File: config.mk
export PLATFORM = sky130hd
export DESIGN_NAME = http_request_framer
export DESIGN_NICKNAME = d
export VERILOG_FILES = /design/src/rtl/core/hrf_pkg.sv /design/src/rtl/core/hrf_front.sv /design/src/rtl/core/hrf_queue.sv /design/src/rtl/core/hrf_back.sv /design/src/rtl/core/http_request_framer.sv
export SDC_FILE = /design/constraint.sdc
export NUM_CORES = 1
export LEC_CHECK = 0
export BUFFER_PORTS_ARGS = -buffer_cell sky130_fd_sc_hd__buf_2
export CELL_PAD_IN_SITES_DETAIL_PLACEMENT = 0
export CELL_PAD_IN_SITES_GLOBAL_PLACEMENT = 1
export CORE_UTILIZATION = 48
export CTS_CLUSTER_SIZE = 25
export DETAILED_ROUTE_END_ITERATION = 10
export PLACE_DENSITY_LB_ADDON = 0.1
export SYNTH_ARGS = -nofsm -noshare
export SYNTH_HDL_FRONTEND = slang
export SYNTH_SLANG_ARGS = --single-unit
File: constraint.sdc
create_clock -name clk -period 9.8 [get_ports clk]
set_input_delay 0.49 -clock clk [delete_from_list [all_inputs] [get_ports clk]]
set_output_delay 0.49 -clock clk [all_outputs]
set_load 0.005 [all_outputs]
File: src/rtl/core/hrf_pkg.sv
package hrf_pkg;

  localparam int KEY_LEN = 15;
  localparam int QDEPTH = 4;
  localparam int QAW = $clog2(QDEPTH);

  localparam logic [7:0] KEY_TEXT [KEY_LEN] = '{
    8'h63, 8'h6f, 8'h6e, 8'h74, 8'h65, 8'h6e, 8'h74, 8'h2d,
    8'h6c, 8'h65, 8'h6e, 8'h67, 8'h74, 8'h68, 8'h3a
  };

  localparam logic [7:0] CHAR_CR = 8'h0d;
  localparam logic [7:0] CHAR_LF = 8'h0a;
  localparam logic [7:0] CHAR_SP = 8'h20;
  localparam logic [7:0] CHAR_TAB = 8'h09;
  localparam logic [7:0] CHAR_0 = 8'h30;
  localparam logic [7:0] CHAR_9 = 8'h39;
  localparam logic [7:0] CHAR_UA = 8'h41;
  localparam logic [7:0] CHAR_UZ = 8'h5a;
  localparam logic [7:0] CASE_OFS = 8'h20;

  // CR LF CR LF progress
  localparam logic [2:0] BLANK_IDLE = 3'd0;
  localparam logic [2:0] BLANK_CR1 = 3'd1;
  localparam logic [2:0] BLANK_LF1 = 3'd2;
  localparam logic [2:0] BLANK_CR2 = 3'd3;
  localparam logic [2:0] BLANK_DONE = 3'd4;

  typedef enum logic [0:0] {
    CFG_MAX_HEADER   = 1'b0,
    CFG_MAX_BUFFERED = 1'b1
  } cfg_index_t;

  typedef enum logic [1:0] {
    ST_NEED_MORE  = 2'd0,
    ST_COMPLETE   = 2'd1,
    ST_HDR_LARGE  = 2'd2,
    ST_TOO_MUCH   = 2'd3
  } status_t;

  typedef enum logic [1:0] {
    PH_KEY    = 2'd0,
    PH_BLANK  = 2'd1,
    PH_DIGITS = 2'd2,
    PH_DONE   = 2'd3
  } phase_t;

  // classified byte, handed from front to back
  typedef struct packed {
    logic        is_cr;
    logic        is_lf;
    logic        is_blank;
    logic        is_digit;
    logic [3:0]  digit;
    logic [15:0] key_hit;  // bit i: lowercased byte equals key char i
  } hrf_class_t;

endpackage

File: src/rtl/core/hrf_front.sv
module hrf_front import hrf_pkg::*; (
  input  logic [7:0]  byte_in,
  input  logic        in_valid,
  output logic        in_stall,
  input  logic        q_full,
  output logic        push,
  output hrf_class_t  item
);

  logic [7:0] low;

  always_comb begin
    low = (byte_in >= CHAR_UA && byte_in <= CHAR_UZ) ? byte_in + CASE_OFS : byte_in;
    item.is_cr = (byte_in == CHAR_CR);
    item.is_lf = (byte_in == CHAR_LF);
    item.is_blank = (byte_in == CHAR_SP) || (byte_in == CHAR_TAB);
    item.is_digit = (byte_in >= CHAR_0) && (byte_in <= CHAR_9);
    item.digit = byte_in[3:0];
    item.key_hit = '0;
    for (int i = 0; i < KEY_LEN; i++) begin
      item.key_hit[i] = (low == KEY_TEXT[i]);
    end
  end

  assign in_stall = q_full;
  assign push = in_valid && !q_full;

endmodule

File: src/rtl/core/hrf_queue.sv
module hrf_queue import hrf_pkg::*; (
  input  logic        clk,
  input  logic        rst,
  input  logic        push,
  input  hrf_class_t  wr_item,
  input  logic        pop,
  output hrf_class_t  rd_item,
  output logic        avail,
  output logic        full
);

  hrf_class_t          mem [QDEPTH];
  logic [QAW-1:0]      wr_ptr;
  logic [QAW-1:0]      rd_ptr;
  logic [QAW:0]        fill;

  assign rd_item = mem[rd_ptr];
  assign avail = (fill != '0);
  assign full = (fill == (QAW+1)'(QDEPTH));

  always_ff @(posedge clk) begin
    if (push) begin
      mem[wr_ptr] <= wr_item;
    end
  end

  always_ff @(posedge clk) begin
    if (rst) begin
      wr_ptr <= '0;
      rd_ptr <= '0;
      fill <= '0;
    end else begin
      if (push) begin
        wr_ptr <= wr_ptr + 1'b1;
      end
      if (pop) begin
        rd_ptr <= rd_ptr + 1'b1;
      end
      case ({push, pop})
        2'b10: fill <= fill + 1'b1;
        2'b01: fill <= fill - 1'b1;
        default: fill <= fill;
      endcase
    end
  end

endmodule

File: src/rtl/core/hrf_back.sv
module hrf_back import hrf_pkg::*; (
  input  logic        clk,
  input  logic        rst,
  input  hrf_class_t  item,
  input  logic        avail,
  output logic        pop,
  input  logic [15:0] max_header_bytes,
  input  logic [31:0] max_buffered_bytes,
  output logic        out_valid,
  input  logic        out_stall,
  output logic [1:0]  status,
  output logic [31:0] request_length,
  output logic [15:0] header_length,
  output logic [63:0] body_length
);

  logic [2:0]  blank_line_match, blank_line_match_next;
  logic [3:0]  key_match, key_match_next;
  phase_t      value_phase, value_phase_next;
  logic [63:0] length_value, length_value_next;
  logic        length_overflow, length_overflow_next;
  logic [31:0] count, count_next;  // count of the byte being handled
  logic        headers_done, headers_done_next;
  logic [15:0] hdr_size, hdr_size_next;
  logic [63:0] total, total_next;

  logic [63:0] cl;
  logic [15:0] hs_sel;
  logic [64:0] sum;
  logic [63:0] total_sel;
  logic [67:0] prod;
  logic        do_acc;
  logic        judge;
  logic        clear;
  status_t     res_status;
  logic [31:0] res_req;
  logic [15:0] res_hdr;
  logic [63:0] res_body;

  assign pop = avail && (!out_valid || !out_stall);

  always_comb begin
    blank_line_match_next = blank_line_match;
    key_match_next = key_match;
    value_phase_next = value_phase;
    length_value_next = length_value;
    length_overflow_next = length_overflow;
    headers_done_next = headers_done;
    hdr_size_next = hdr_size;
    total_next = total;
    do_acc = 1'b0;
    judge = 1'b0;
    clear = 1'b0;
    res_status = ST_NEED_MORE;
    res_req = '0;
    res_hdr = '0;
    res_body = '0;

    cl = length_overflow ? 64'd0 : length_value;
    hs_sel = headers_done ? hdr_size : count[15:0];
    sum = {1'b0, cl} + {49'd0, hs_sel};
    total_sel = headers_done ? total : (sum[64] ? '1 : sum[63:0]);
    prod = ({4'd0, length_value} << 3) + ({4'd0, length_value} << 1) + {64'd0, item.digit};

    if (!headers_done) begin
      if (item.is_cr) begin
        blank_line_match_next = (blank_line_match == BLANK_LF1) ? BLANK_CR2 : BLANK_CR1;
      end else if (item.is_lf) begin
        if (blank_line_match == BLANK_CR1) begin
          blank_line_match_next = BLANK_LF1;
        end else if (blank_line_match == BLANK_CR2) begin
          blank_line_match_next = BLANK_DONE;
        end else begin
          blank_line_match_next = BLANK_IDLE;
        end
      end else begin
        blank_line_match_next = BLANK_IDLE;
      end

      case (value_phase)
        PH_KEY: begin
          if (item.key_hit[key_match]) begin
            key_match_next = key_match + 1'b1;
          end else begin
            key_match_next = {3'd0, item.key_hit[0]};
          end
          if (key_match_next == 4'(KEY_LEN)) begin
            value_phase_next = PH_BLANK;
          end
        end
        PH_BLANK: begin
          if (!item.is_blank) begin
            if (item.is_digit) begin
              value_phase_next = PH_DIGITS;
              do_acc = 1'b1;
            end else begin
              value_phase_next = PH_DONE;
            end
          end
        end
        PH_DIGITS: begin
          if (item.is_digit) begin
            do_acc = 1'b1;
          end else begin
            value_phase_next = PH_DONE;
          end
        end
        default: begin
        end
      endcase

      if (do_acc) begin
        if (prod[67:64] != 4'd0) begin
          length_overflow_next = 1'b1;
        end else begin
          length_value_next = prod[63:0];
        end
      end

      if (count > {16'd0, max_header_bytes}) begin
        res_status = ST_HDR_LARGE;
        clear = 1'b1;
      end else if (blank_line_match_next == BLANK_DONE) begin
        // this byte closed the header; cl is unaffected by a line feed
        judge = 1'b1;
        headers_done_next = 1'b1;
        hdr_size_next = count[15:0];
      end
    end else begin
      judge = 1'b1;
    end

    if (judge) begin
      res_hdr = hs_sel;
      res_body = cl;
      total_next = total_sel;
      if ({32'd0, count} >= total_sel) begin
        res_status = ST_COMPLETE;
        res_req = total_sel[31:0];
        clear = 1'b1;
      end else if (total_sel > {32'd0, max_buffered_bytes}) begin
        res_status = ST_TOO_MUCH;
        clear = 1'b1;
      end
    end

    count_next = count + 32'd1;
    if (clear) begin
      blank_line_match_next = BLANK_IDLE;
      key_match_next = '0;
      value_phase_next = PH_KEY;
      length_value_next = '0;
      length_overflow_next = 1'b0;
      headers_done_next = 1'b0;
      hdr_size_next = '0;
      count_next = 32'd1;
    end
  end

  always_ff @(posedge clk) begin
    if (rst) begin
      blank_line_match <= BLANK_IDLE;
      key_match <= '0;
      value_phase <= PH_KEY;
      length_value <= '0;
      length_overflow <= 1'b0;
      count <= 32'd1;
      headers_done <= 1'b0;
      hdr_size <= '0;
      total <= '0;
    end else if (pop) begin
      blank_line_match <= blank_line_match_next;
      key_match <= key_match_next;
      value_phase <= value_phase_next;
      length_value <= length_value_next;
      length_overflow <= length_overflow_next;
      count <= count_next;
      headers_done <= headers_done_next;
      hdr_size <= hdr_size_next;
      total <= total_next;
    end
  end

  always_ff @(posedge clk) begin
    if (rst) begin
      out_valid <= 1'b0;
    end else if (pop) begin
      out_valid <= 1'b1;
    end else if (!out_stall) begin
      out_valid <= 1'b0;
    end
  end

  always_ff @(posedge clk) begin
    if (pop) begin
      status <= res_status;
      request_length <= res_req;
      header_length <= res_hdr;
      body_length <= res_body;
    end
  end

endmodule

File: src/rtl/core/http_request_framer.sv
// Throughput: one byte per cycle while in_stall is low; a 4-entry queue
// between the classifier and the framing unit absorbs output stalls before
// input stall rises; the framing unit registers a result for each byte.
// Reset (rst, synchronous): queue and output emptied, framing state cleared,
// max_header_bytes = 8192, max_buffered_bytes = 1048576.
module http_request_framer import hrf_pkg::*; (
  input  logic        clk,
  input  logic        rst,
  input  logic [7:0]  byte_in,
  input  logic        in_valid,
  output logic        in_stall,
  output logic [1:0]  status,
  output logic [31:0] request_length,
  output logic [15:0] header_length,
  output logic [63:0] body_length,
  output logic        out_valid,
  input  logic        out_stall,
  input  logic        cfg_we,
  input  logic [0:0]  cfg_index,
  input  logic [31:0] cfg_data
);

  logic [15:0] max_header_bytes;
  logic [31:0] max_buffered_bytes;
  logic        push;
  logic        pop;
  logic        q_full;
  logic        q_avail;
  hrf_class_t  wr_item;
  hrf_class_t  rd_item;

  always_ff @(posedge clk) begin
    if (rst) begin
      max_header_bytes <= 16'd8192;
      max_buffered_bytes <= 32'd1048576;
    end else if (cfg_we) begin
      case (cfg_index_t'(cfg_index))
        CFG_MAX_HEADER: max_header_bytes <= cfg_data[15:0];
        CFG_MAX_BUFFERED: max_buffered_bytes <= cfg_data;
        default: begin
        end
      endcase
    end
  end

  hrf_front u_front (
    .byte_in  (byte_in),
    .in_valid (in_valid),
    .in_stall (in_stall),
    .q_full   (q_full),
    .push     (push),
    .item     (wr_item)
  );

  hrf_queue u_queue (
    .clk     (clk),
    .rst     (rst),
    .push    (push),
    .wr_item (wr_item),
    .pop     (pop),
    .rd_item (rd_item),
    .avail   (q_avail),
    .full    (q_full)
  );

  hrf_back u_back (
    .clk                (clk),
    .rst                (rst),
    .item               (rd_item),
    .avail              (q_avail),
    .pop                (pop),
    .max_header_bytes   (max_header_bytes),
    .max_buffered_bytes (max_buffered_bytes),
    .out_valid          (out_valid),
    .out_stall          (out_stall),
    .status             (status),
    .request_length     (request_length),
    .header_length      (header_length),
    .body_length        (body_length)
  );

endmodule

Yosys cells after proc, flatten, opt, wreduce, memory -nomap -nowiden
Memories as Yosys holds them, arrays and structs flattened. A register that Yosys moved wholly into a read port is not among the register bits.
Index checks and enable logic that the tools add are counted.
W data, S select, Z words.
- register bits: 357
- RAM bits: 92
- input bits: 46
- output and inout port bits: 116
- logic and storage cells: 164
- memories: 1
- add/sub/neg operators: 10
- magnitude comparators: 8
- equality and inequality tests: 31
- multiplexer cells: 66
- bitwise gates (word level): 1
- reduce and logical (&&, ||, !) cells: 28
- memories (memory ; words ; width ; read ports ; clocked after Yosys merged registers in ; write ports ; line ; RTL):
    u_queue.mem ; 4 ; 23 ; 1 ; 1 ; 1 ; hrf_queue.sv:12 ; hrf_class_t mem [QDEPTH];
- operators by type and width (operator ; count):
    $mux W64 ; 7
    $mux W16 ; 5
    $add A67 B65 Y68 ; 1
    $add A68 B4 Y68 ; 1
    $add A64 B16 Y65 ; 1
    $eq A8 B7 Y1 const B ; 8
    $ge A32 B64 Y1 ; 1
    $gt A64 B32 Y1 ; 1
    $add A32 B1 Y32 const B ; 1
    $gt A32 B16 Y1 ; 1
    $mux W32 ; 1
    $mux W2 ; 13
    $eq A8 B4 Y1 const B ; 3
    $eq A8 B6 Y1 const B ; 3
    $mux W4 ; 6
    $mux W1 ; 22
    $mux W3 ; 7
    $reduce_and A4 Y1 ; 3
    $reduce_and A2 Y1 ; 5
    $reduce_bool A2 Y1 ; 5
    $add A8 B6 Y8 const B ; 1
    $ge A8 B6 Y1 const B ; 1
    $ge A8 B7 Y1 const B ; 1
    $le A8 B6 Y1 const B ; 1
    other kinds (31) ; 45

Longest topological paths before layout
- depth after elaboration: 13
- depth in mapped cells: 38
- depth with buffers taken out: 30

Cells and area by module
From an unflattened synthesis, not the netlist that was laid out.
- cell total of the unflattened synthesis: 2889
- area total of the unflattened synthesis: 27850.5 µm²
- modules (own cells, without submodules) (module ; times used ; cells an instance ; area an instance (µm²) ; sequential area each (µm²)):
    hrf_back ; 1 ; 2457 ; 21464.3 ; 7186.9
    hrf_queue ; 1 ; 173 ; 3938.8 ; 3062.9
    http_request_framer ; 1 ; 199 ; 2045.7 ; 960.9
    hrf_front ; 1 ; 60 ; 401.6 ; 0.0

Worst setup path before layout
OpenSTA, ideal clock, no wires.
- path type: flip-flop to flip-flop
- start: reg u_back.headers_done
- end: reg u_back.length_value[48]
- setup time: 117 ps
- arrival time: 7850 ps
- required time: 9683 ps
- slack: 1833 ps
- stages on the path, launching flop included: 31
- buffers on the path: 9
- period minus slack after synthesis: 7967 ps
- cells stage by stage: dfxtp_1 clkbuf_1 clkbuf_1 clkbuf_1 buf_1 mux2_2 fa_1 a211oi_1 nor3_1 nor4_1 o21ai_0 a21o_1 clkbuf_1 clkbuf_1 clkbuf_1 o22ai_1 inv_1 ha_1 nand4_1 or4_1 or4_1 or3_1 a211oi_1 o22ai_1 nor4_1 a21o_4 nor3_2 and2_1 buf_6 buf_6 a22o_1
- cells in the longest elaborated chain, start to end: 10
- elaborated cells between the ends (all ways): 16
- classes of those cells: 1 x add/sub; 2 x order compare; 2 x eq/ne; 9 x mux; 2 x reduce/logical
- RTL lines (what ; line ; RTL):
    from (decl) ; hrf_back.sv:23 ; logic headers_done, headers_done_next;
    from (signal assigned) ; hrf_back.sv:178 ; headers_done <= headers_done_next;
    $mux W16 (*) ; hrf_back.sv:60 ; hs_sel = headers_done ? hdr_size : count[15:0];
    via u_back.hs_sel[1] ; hrf_back.sv:28 ; logic [15:0] hs_sel;
    $add A64 B16 Y65 (*) ; hrf_back.sv:61 ; sum = {1'b0, cl} + {49'd0, hs_sel};
    $mux W64 (*) (2 in a row) ; hrf_back.sv:62 ; total_sel = headers_done ? total : (sum[64] ? '1 : sum[63:0]);
    via u_back.total_sel[25] ; hrf_back.sv:30 ; logic [63:0] total_sel;
    $gt A64 B32 Y1 ; hrf_back.sv:141 ; end else if (total_sel > {32'd0, max_buffered_bytes}) begin
    $mux W1 ; hrf_back.sv:141 ;
    $mux W1 (*) ; hrf_back.sv:137 ; if ({32'd0, count} >= total_sel) begin
    $mux W1 (*) ; hrf_back.sv:133 ; if (judge) begin
    $ne A2 B1 Y1 (no line), or another cell as far along ; n/a ;
    $reduce_and A4 Y1 (no line) ; n/a ;
    to (signal assigned) ; hrf_back.sv:175 ; length_value <= length_value_next;
    to (decl) ; hrf_back.sv:20 ; logic [63:0] length_value, length_value_next;
The timed path passes the listed nets; every way through them passes the cells marked *.
A chain may end at the register's enable or synchronous reset.

Final worst setup path
- start: reg u_back.headers_done
- end: reg u_back.length_value[45]
Same word-level chain as after synthesis.

==> flow_summary.ini <==
[synthesis]
avgSynthCellArea_um2 = 9.30
synth.most_common_cell = nor2_1
synth_common_cells = nor2_1, nand2_1, dfxtp_1, ha_1, a21oi_1
yosysWarnings = 0
synth_area_um2 = 26200
synth-edff-count = 186
synth_top_area_share_pct = 21.3
synthCells = 2816
async_flop_share_pct = 0
seq_area_frac_synth_pct = 40.1
syn_nets = 3099
ys.flop_type = dfxtp_1
synth.distinct_cells = 94
yosys.area.top_type = edfxtp_1
synthTopCellsByArea = edfxtp_1, dfxtp_1, ha_1, a21oi_1, nor2_1
ys_ff_latch = 431

[sta]
rsz0062_at_grt = false
period_needed_ns = 9.11
finalSetupViolCount = 0
slew_headroom_pct = 2.29
max_freq_mhz = 110
hold_violations = 0
setup_slack_ns = 0.689
fin_crit_sh_pct = 93.0
fin_tns_setup_ns = 0
slew_viol_final = 0
worst_slew_pin_slew_ns = 1.45
finClkSkew_ns = 0.0177

[layout]
final_nets = 3239
final_layout_size_suffix_gt1_share_pct = 12.8
finalNonFillerCells = 3694
area_delta_synth_final_pct = 12.9
n_fill_cell = 4919
num_antenna_cells = 0

[drt]
routed_wire_length_per_instance_um = 21.8
vias = 22100
postRouteAntennaNets = 0
wl_um = 80400
via_per_inst = 5.98
drtIter0Drc = 1630
drtPass1Iterations = 5
drc = 0

[setup_path]
cp_cell_sequence = o21ai_0, ha_1, fa_1, a211oi_1, nor3_1, nor4_1, o21ai_0, a21o_1, buf_4, o22ai_1, inv_1, ha_1, nand4_1, or4_1, or4_1, or3_1, a211oi_1, o22ai_1, nor4_1, a21o_4, nor3_2, nor2_4, buf_4, a22o_1
worstPathRequired_ns = 10.33
end_kind = flip-flop
slowest_stage = nor2_4
max_stage_delay_ns = 0.88
criticalPathCategory = reg -> reg
critPathArrivalTime_ns = 9.64
crit_fanout = 45
crit_path_start_kind = flip-flop

[min_path]
min_path_type = in -> reg

[floorplanning]
die_x_um = 236
die_y_um = 236
dieArea_um2 = 55500
core_region_area_um2 = 53800
start_util_pct = 48.7
pin_count = 162
num_rows = 85

[clocking]
post_cts_buffers = 0
cts_hold_buf = 0
cts_sinks = 431
root_buffer = clkbuf_16
clk_pin_slew_worst_paths_ns = 0.06
clk_latency_ns = 0.60
clock_path_buffers = 3
ctsResizeCount = 0
cts_tree = built
cts.htree.levels = 2
cts_made_buffers = 50

[global_route]
antenna_found_initial = 1
grt_pass1_wl_um = 123000
gr-usage-all-layers_pct = 28.6
grt_pass1_vias = 21100
grt_overflow = 0
grt_max_degree = 77

[outcome]
status = finished, final reports clean

[placed_design]
placedCellCount = 3600
dpl.hpwl_um = 60100
place_congestion = 0.951
io_buffers = 161
place_ws_ns = 0.761

[pwr]
power_density_nw_per_um2 = 181
ir_drop_mv = 0.157
p_leak_nw = 12.6

[run]
drv_cap = 0
==> report_power, final <==
group / leakage, nW / internal [W] / switching (W) / total (W)
registers: 3.80 / 0.00225 / 0.000109 / 0.00236
clock network: 0.860 / 0.00124 / 0.000795 / 0.00203
logic: 7.91 / 0.000371 / 0.000597 / 0.000967
total: 12.6 / 0.00386 / 0.00150 / 0.00536
==> flip-flops by register name, summed over array words and instances (netlist names), 2 cells and up, named ones only <==
name,cells
u_back.length_value,64
u_back.blank_line_match,3
u_back.hdr_size,16
u_queue.mem,72
u_back.request_length,32
u_back.key_match,4
u_back.total,64
u_back.status,2
u_back.body_length,64
u_back.header_length,16
max_buffered_bytes,32
u_back.count,32
u_queue.wr_ptr,2
max_header_bytes,16
u_queue.rd_ptr,2
u_queue.fill,3
u_back.value_phase,2
==> metal layers <==
layer	vias up	part of all wire, %	track usage, %
met1	10600	46	39.8
met2	743	45	44.9
met5	-	0.024	0
met4	2	3.7	11.3
met3	151	6.0	3.94
li1	10600	-	-
==> cell families after synthesis <==
| kind of cell | share of synthesized area, % |
|---|---|
| and+or+nand+nor | 19.5 |
| DFF | 40.1 |
| adders and majority gates | 11.6 |
| AOI/OAI and AO/OA | 17.3 |
| xor gates and xnor gates | 4.65 |
| muxes | 2.42 |
| buffers and inverters | 4.44 |
==> final cells by class <==
type,instances,area [um2],share of cell area [%]
clock buffer,60,1360,4.60
clock inverter,34,459,1.55
inverter,139,524,1.77
multi-input combinational,2111,14600,49.2
sequential,431,10500,35.5
tap,696,871,2.95
timing repair buffer,223,1300,4.39
==> critical path, delay by kind of cell (launching register included) <==
kind | cells | cell delay [ns]
AO/OA/AOI/OAI | 9 | 2.91
adder cells (fa/ha/maj) | 3 | 1.04
buffers and inverters | 3 | 0.80
flip-flops | 1 | 0.60
AND/OR/NAND/NOR | 9 | 3.67
==> per-stage QoR <==
step	cell area [um2]	util (%)	power, W	hold slack, ns
global route	29600	54.9	0.00560	0.125
floorplan	26200	-	0.00293	0.431
detailed placement	27700	51.6	0.00338	0.444
global placement	27700	51.6	0.00336	0.441
finish	29600	54.9	0.00536	0.127
CTS	29600	54.9	0.00542	0.0919
==> path summary, 6_finish.rpt <==
kind | from | end | slack [ns] | cells after the start
worst max-delay path | u_back.headers_done | u_back.length_value[45] | 0.69 | 24
worst min-delay path | cfg_data[17] | max_buffered_bytes[17] | 0.13 | 3
worst max register to register | u_back.headers_done | u_back.length_value[45] | 0.69 | 24
worst min register to register | max_buffered_bytes[21] | max_buffered_bytes[21] | 0.46 | 2
==> cell usage in the layout (no fill, tap or decap), types with 70 or more instances in the layout <==
cell type  instances
o21ai_0           89
buf_2            160
nor2b_1           70
xnor2_1           86
inv_1            137
nor2_1           277
edfxtp_1         186
nand2_1          247
a21o_1            84
ha_1             233
a21oi_1          213
dfxtp_1          243
a22o_1            82
Power figures use the tool's default switching activity.
